`config.mk`:
```
export PLATFORM = sky130hd
export DESIGN_NAME = pdvi_ctrl
export DESIGN_NICKNAME = d
export VERILOG_FILES = /design/src/design/pdvi_pkg.sv /design/src/design/pdvi_ctrl.sv
export SDC_FILE = /design/constraint.sdc
export NUM_CORES = 1
export LEC_CHECK = 0
export ABC_AREA = 1
export BUFFER_PORTS_ARGS = -buffer_cell sky130_fd_sc_hd__buf_2
export CAP_MARGIN = 25
export CORE_MARGIN = 2
export CORE_UTILIZATION = 50
export DETAILED_ROUTE_END_ITERATION = 10
export GPL_TIMING_DRIVEN = 0
export PLACE_DENSITY = 0.74
export REMOVE_ABC_BUFFERS = 1
export SYNTH_ARGS = -nofsm -noshare
export SYNTH_HDL_FRONTEND = slang
export SYNTH_SLANG_ARGS = --single-unit
```
`constraint.sdc`:
```
create_clock -name i_clk -period 2.05 [get_ports i_clk]
set_input_delay 0.205 -clock i_clk [delete_from_list [all_inputs] [get_ports i_clk]]
set_output_delay 0.205 -clock i_clk [all_outputs]
set_load 0.01 [all_outputs]
```
`src/design/pdvi_pkg.sv`:
```
// Shared types, constants and command codes of the polyline distance interpolator.
package pdvi_pkg;

    localparam int MAX_VERTICES_DEF = 32;
    localparam int CHUNK_W          = 17;
    localparam int N_CHUNKS         = 3;
    localparam int OPND_W           = CHUNK_W * N_CHUNKS;
    localparam int DIV_STEPS        = 16;
    localparam int SQRT_STEPS       = 32;
    localparam logic [16:0] T_ONE   = 17'h10000;

    typedef enum logic {
        OP_LOAD  = 1'b0,
        OP_QUERY = 1'b1
    } t_op;

    typedef struct packed {
        t_op                operation;
        logic [4:0]         vertex_index;
        logic signed [31:0] coord_x;
        logic signed [31:0] coord_y;
        logic signed [15:0] vertex_value;
    } t_req;

    typedef struct packed {
        logic [31:0]        distance;
        logic signed [15:0] interpolated_value;
        logic               degenerate_error;
    } t_res;

    typedef enum logic [3:0] {
        S_IDLE,
        S_RDA,
        S_LATA,
        S_LATB,
        S_MLOAD,
        S_MSTEP,
        S_ACC,
        S_TSEL,
        S_DIV,
        S_BEST,
        S_SQ_INIT,
        S_SQ,
        S_DONE
    } t_state;

    typedef enum logic [3:0] {
        DP_NOP,
        DP_WRITE,
        DP_START,
        DP_RDA,
        DP_LATA,
        DP_LATB,
        DP_MLOAD,
        DP_MSTEP,
        DP_ACC,
        DP_TSEL,
        DP_DIV,
        DP_BEST,
        DP_SQ_INIT,
        DP_SQ,
        DP_FINISH
    } t_dp_op;

    // product selects, in the order they are evaluated per segment
    typedef enum logic [2:0] {
        M_DXDX,
        M_DYDY,
        M_QXDX,
        M_QYDY,
        M_TDX,
        M_TDY,
        M_EXEX,
        M_EYEY
    } t_msel;

    typedef struct packed {
        t_dp_op     op;
        t_msel      msel;
        logic [4:0] step;
    } t_cmd;

endpackage

```
`src/design/pdvi_ctrl.sv`:
```
// Sequencer: walks the segments and steps the shared datapath units.
module pdvi_ctrl #(
    parameter int MAX_VERTICES = pdvi_pkg::MAX_VERTICES_DEF,
    parameter int AW           = (MAX_VERTICES > 1) ? $clog2(MAX_VERTICES) : 1
) (
    input  logic            i_clk,
    input  logic            i_rst_n,
    input  logic            i_start,
    input  pdvi_pkg::t_op   i_op,
    input  logic            i_cfg_we,
    input  logic [5:0]      i_cfg_wdata,
    output logic            o_busy,
    output pdvi_pkg::t_cmd  o_cmd,
    output logic [AW-1:0]   o_addr
);
    import pdvi_pkg::*;

    t_state        r_state, n_state;
    logic [5:0]    r_vcount;
    logic [AW-1:0] r_seg, n_seg;
    logic [AW-1:0] r_last, n_last;
    logic [4:0]    r_step, n_step;
    t_msel         r_msel, n_msel;
    int            v_eff;

    always_ff @(posedge i_clk) begin
        if (!i_rst_n) begin
            r_state  <= S_IDLE;
            r_vcount <= 6'd2;
            r_seg    <= '0;
            r_last   <= '0;
            r_step   <= '0;
            r_msel   <= M_DXDX;
        end else begin
            r_state <= n_state;
            r_seg   <= n_seg;
            r_last  <= n_last;
            r_step  <= n_step;
            r_msel  <= n_msel;
            if (i_cfg_we) begin
                r_vcount <= i_cfg_wdata;
            end
        end
    end

    always_comb begin
        if (int'(r_vcount) < 2) begin
            v_eff = 2;
        end else if (int'(r_vcount) > MAX_VERTICES) begin
            v_eff = MAX_VERTICES;
        end else begin
            v_eff = int'(r_vcount);
        end
    end

    always_comb begin
        n_state   = r_state;
        n_seg     = r_seg;
        n_last    = r_last;
        n_step    = r_step;
        n_msel    = r_msel;
        o_cmd.op  = DP_NOP;
        o_cmd.msel = r_msel;
        o_cmd.step = r_step;
        o_addr    = r_seg;
        case (r_state)
            S_IDLE: begin
                if (i_start) begin
                    if (i_op == OP_QUERY) begin
                        o_cmd.op = DP_START;
                        n_seg    = '0;
                        n_last   = AW'(v_eff - 2);
                        n_state  = S_RDA;
                    end else begin
                        o_cmd.op = DP_WRITE;
                    end
                end
            end
            S_RDA: begin
                o_cmd.op = DP_RDA;
                n_state  = S_LATA;
            end
            S_LATA: begin
                o_cmd.op = DP_LATA;
                o_addr   = r_seg + AW'(1);
                n_state  = S_LATB;
            end
            S_LATB: begin
                o_cmd.op = DP_LATB;
                n_msel   = M_DXDX;
                n_state  = S_MLOAD;
            end
            S_MLOAD: begin
                o_cmd.op = DP_MLOAD;
                n_step   = '0;
                n_state  = S_MSTEP;
            end
            S_MSTEP: begin
                o_cmd.op = DP_MSTEP;
                n_step   = r_step + 5'd1;
                if (int'(r_step) == N_CHUNKS - 1) begin
                    n_state = S_ACC;
                end
            end
            S_ACC: begin
                o_cmd.op = DP_ACC;
                if (r_msel == M_QYDY) begin
                    n_state = S_TSEL;
                end else if (r_msel == M_EYEY) begin
                    n_state = S_BEST;
                end else begin
                    n_msel  = t_msel'(r_msel + 3'd1);
                    n_state = S_MLOAD;
                end
            end
            S_TSEL: begin
                o_cmd.op = DP_TSEL;
                n_step   = '0;
                n_state  = S_DIV;
            end
            S_DIV: begin
                o_cmd.op = DP_DIV;
                n_step   = r_step + 5'd1;
                if (int'(r_step) == DIV_STEPS - 1) begin
                    n_msel  = M_TDX;
                    n_state = S_MLOAD;
                end
            end
            S_BEST: begin
                o_cmd.op = DP_BEST;
                if (r_seg == r_last) begin
                    n_state = S_SQ_INIT;
                end else begin
                    n_seg   = r_seg + AW'(1);
                    n_state = S_RDA;
                end
            end
            S_SQ_INIT: begin
                o_cmd.op = DP_SQ_INIT;
                n_step   = '0;
                n_state  = S_SQ;
            end
            S_SQ: begin
                o_cmd.op = DP_SQ;
                n_step   = r_step + 5'd1;
                if (int'(r_step) == SQRT_STEPS - 1) begin
                    n_state = S_DONE;
                end
            end
            S_DONE: begin
                o_cmd.op = DP_FINISH;
                n_state  = S_IDLE;
            end
            default: begin
                n_state = S_IDLE;
            end
        endcase
    end

    assign o_busy = (r_state != S_IDLE);

endmodule

```
==> metrics.md <==
| Metric | Value |
|---|---|
| Register area share after synthesis | `0.310` |
| DR iter-0 viols | `102` |
| Tightest Pin Transition | `0.375 ns` |
| Worst hold endpoint | `r_vcount[1]` |
| Comb power frac | `0.168` |
| Die X | `64.2 um` |
| Sequential share of power | `0.511` |
| Peak VDD IR | `0.000380 V` |
| Int Pwr | `0.845 mW` |
| Post-synth cell types | `30` |
| IO Pins | `29` |
| Place WS | `0.227 ns` |
| Sink Count | `28` |
| DRC | `0` |
| Initial DRT Pass Iterations | `4` |
| Pwr/cell area | `566 nW/um2` |
| CTS tree | `built` |
| Leakage power | `0.973 nW` |
| Multi-input logic area | `1080 um2` |
| Largest net degree at the start of global routing | `19` |
| Core ar. | `3420 um2` |
| Cell count after synthesis | `268` |
| Class of the worst hold path | `primary input to flop` |
| Via-to-Cell Ratio | `5.13` |
| Yosys warnings | `0` |
| Max-cap viol count | `0` |
| Fin crit share | `0.930` |
| Nets@finish | `320` |
| WL met1 | `1870 um` |
| Worst path arrival time | `1.70 ns` |
| CP startpoint | `r_state[2]` |
| FF-to-FF path depth | `10` |
| Final setup skew | `0.0128 ns` |
| Filler cell count | `350` |
| Hold Crit Start | `i_cfg_wdata[1]` |
| Async S/R FF share, synth | `0` |
| Gr usage total | `0.192` |
| R2r endpoint | `r_state[0]` |
| Count of input and output buffers | `28` |
| Hold Fails Final Rpt | `0` |
| Switching Share | `0.273` |
| FMAX | `524 MHz` |
| Rows | `21` |
| Yosys reg bits | `28` |
| R2R setup slack | `0.18 ns` |
| Total power | `1.16 mW` |
| Top cells by area, synth | `dfxtp_1, nand2_1, a21oi_1, inv_1, ha_1` |
| # diodes | `0` |
| First-pass GRT wire length | `6470 um` |
| Switching pwr | `0.318 mW` |
| Initial Utilization | `0.530` |
| Routed WL | `3760 um` |
| Post-Syn Area | `1810 um2` |
| Die Span Y | `64.2 um` |
| Initial antenna violation count | `0` |
| Pins Over Slew Limit | `0` |
| Layout cells sized above 1 | `0.211` |
| CTS Buf Count | `3` |
| Status | `complete, no violations` |
| Dpl hpwl | `2980 um` |
| Top cell type by total area after synthesis | `dfxtp_1` |
| Via count | `1763` |
| Vias in the first global route | `1492` |
| Area growth syn-to-layout | `13.7%` |
| Clk slew on worst S/H paths | `0.17 ns` |
| DR WL met3 | `112 um` |
| Worst-path fanout max | `8` |
| Detail Route Antenna Nets | `0` |
| Final min period | `1.91 ns` |
| Total gr overflow | `0` |
| Clock power frac | `0.321` |
| Post-synth EDFFs | `0` |
| Longest Clk Path Bufs | `2` |
| Fin util | `0.602` |
| H-tree depth | `1` |
| Fin Setup TNS | `0 ns` |
| Highest metal used | `met4` |
| Setup violators final | `0` |
| Clk_lat worst skew | `0.34 ns` |
| Crit start category | `flop` |
| CTS Hold Bufs | `0` |
| Root buffer selected by CTS | `clkbuf_4` |
| Top-count cell post-synth | `nand2_1` |
| Reg2reg start | `r_step[1]` |
| Average cell area after synthesis | `6.75 um2` |
| Hold Crit Depth | `3` |
| Final WS setup | `0.143 ns` |
| Sequential cell area | `563 um2` |
| Final RePlAce weighted congestion | `0.943` |
| CP required | `1.85 ns` |
| Post-synth top area share | `0.310` |
| Die Area | `4120 um2` |
| Unrepaired setup endpoints after global routing | `no` |
| Crit end category | `output port` |
| Top FF cell, synth | `dfxtp_1` |
| Routed length on met2 | `1720 um` |
| Worst hold margin | `0.0630 ns` |
| Most frequent cells after synthesis | `nand2_1, inv_1, a21oi_1` |
| Critical path type | `flop to output port` |
| Wire per inst | `10.9 um` |
| Slew HR | `0.750` |
[through the flow]
step / instance area, um2 / cells
floorplan: 1800 / 266
global placement: 2000 / 340
detailed placement: 2000 / 340
CTS: 2050 / 344
global route: 2060 / 344
finish: 2060 / 344
[cell usage in the layout (no fill, tap or decap), types with 2 or more instances in the layout]
master and n:
xor2_1 6, inv_1 36, nand2_1 46, or2_1 2, ha_1 10, nor2_2 6
nand3_1 12, nor3_1 3, nand4_1 7, inv_2 8, nor2_1 29, nand2_4 2
buf_2 28, dfxtp_2 2, clkbuf_4 3, a21oi_1 30, a211oi_1 2, nand2_2 7
o21ai_0 18, dfxtp_1 26, o21ai_1 2, nor2_4 2
[routing by layer]
metal | track usage | vias up
met2 | 0.297 | 33
li1 | - | 932
met1 | 0.277 | 792
met4 | 0.0718 | 0
met5 | 0 | -
met3 | 0.0158 | 6
[final cells by class]
class | instances | area share
clock inverters | 1 | 0.0146
clock buffers | 3 | 0.0109
well taps | 46 | 0.0280
inverters | 44 | 0.0803
multi-input cells | 194 | 0.524
repair buffers | 28 | 0.0681
flip-flops and latches | 28 | 0.274
[repair_timing]
item | CTS | global route
resized for setup | 0 | 3
setup endpoints to repair | 0 | 5
buffers inserted | 0 | 0
[worst max-delay path, stage by stage, from the launching register on]
cell	delay [ns]
dfxtp_1	0.41
nor2_2	0.23
nand2_2	0.14
inv_2	0.09
nand3_2	0.18
o2111ai_1	0.14
buf_2	0.16
[state kept, by name, indices dropped and copies added (netlist names)]
signal	count
r_last	5
r_msel	3
r_state	4
r_seg	5
r_vcount	6
r_step	5
[power by group through the flow]
stage | Sequential [mW] | Combinational (mW) | Clock, mW
6_report | 0.595 | 0.195 | 0.373
5_1_grt | 0.600 | 0.221 | 0.403
4_1_cts | 0.595 | 0.197 | 0.378
3_5_place_dp | 0.606 | 0.196 | 0
3_3_place_gp | 0.606 | 0.193 | 0
2_1_floorplan | 0.601 | 0.141 | 0
[kinds of logic after synthesis]
group / synth area share
buffers and inverters: 0.0954
flip-flops: 0.310
XOR/XNOR: 0.0339
AND/OR/NAND/NOR: 0.315
adder cells (fa/ha/maj): 0.0692
AO/OA/AOI/OAI: 0.176
[worst max-delay path by stage]
stage | slack (ns) | depth (start not counted) | end
finish | 0.14 | 6 | o_cmd[9]
global route | 0.007 | 10 | r_state[3]
CTS | 0.07 | 7 | o_addr[1]
floorplan | 0.42 | 10 | r_state[1]
detailed placement | 0.23 | 10 | r_state[3]
global placement | 0.26 | 10 | r_state[3]
No activity file was read; power rests on OpenSTA's default activity.
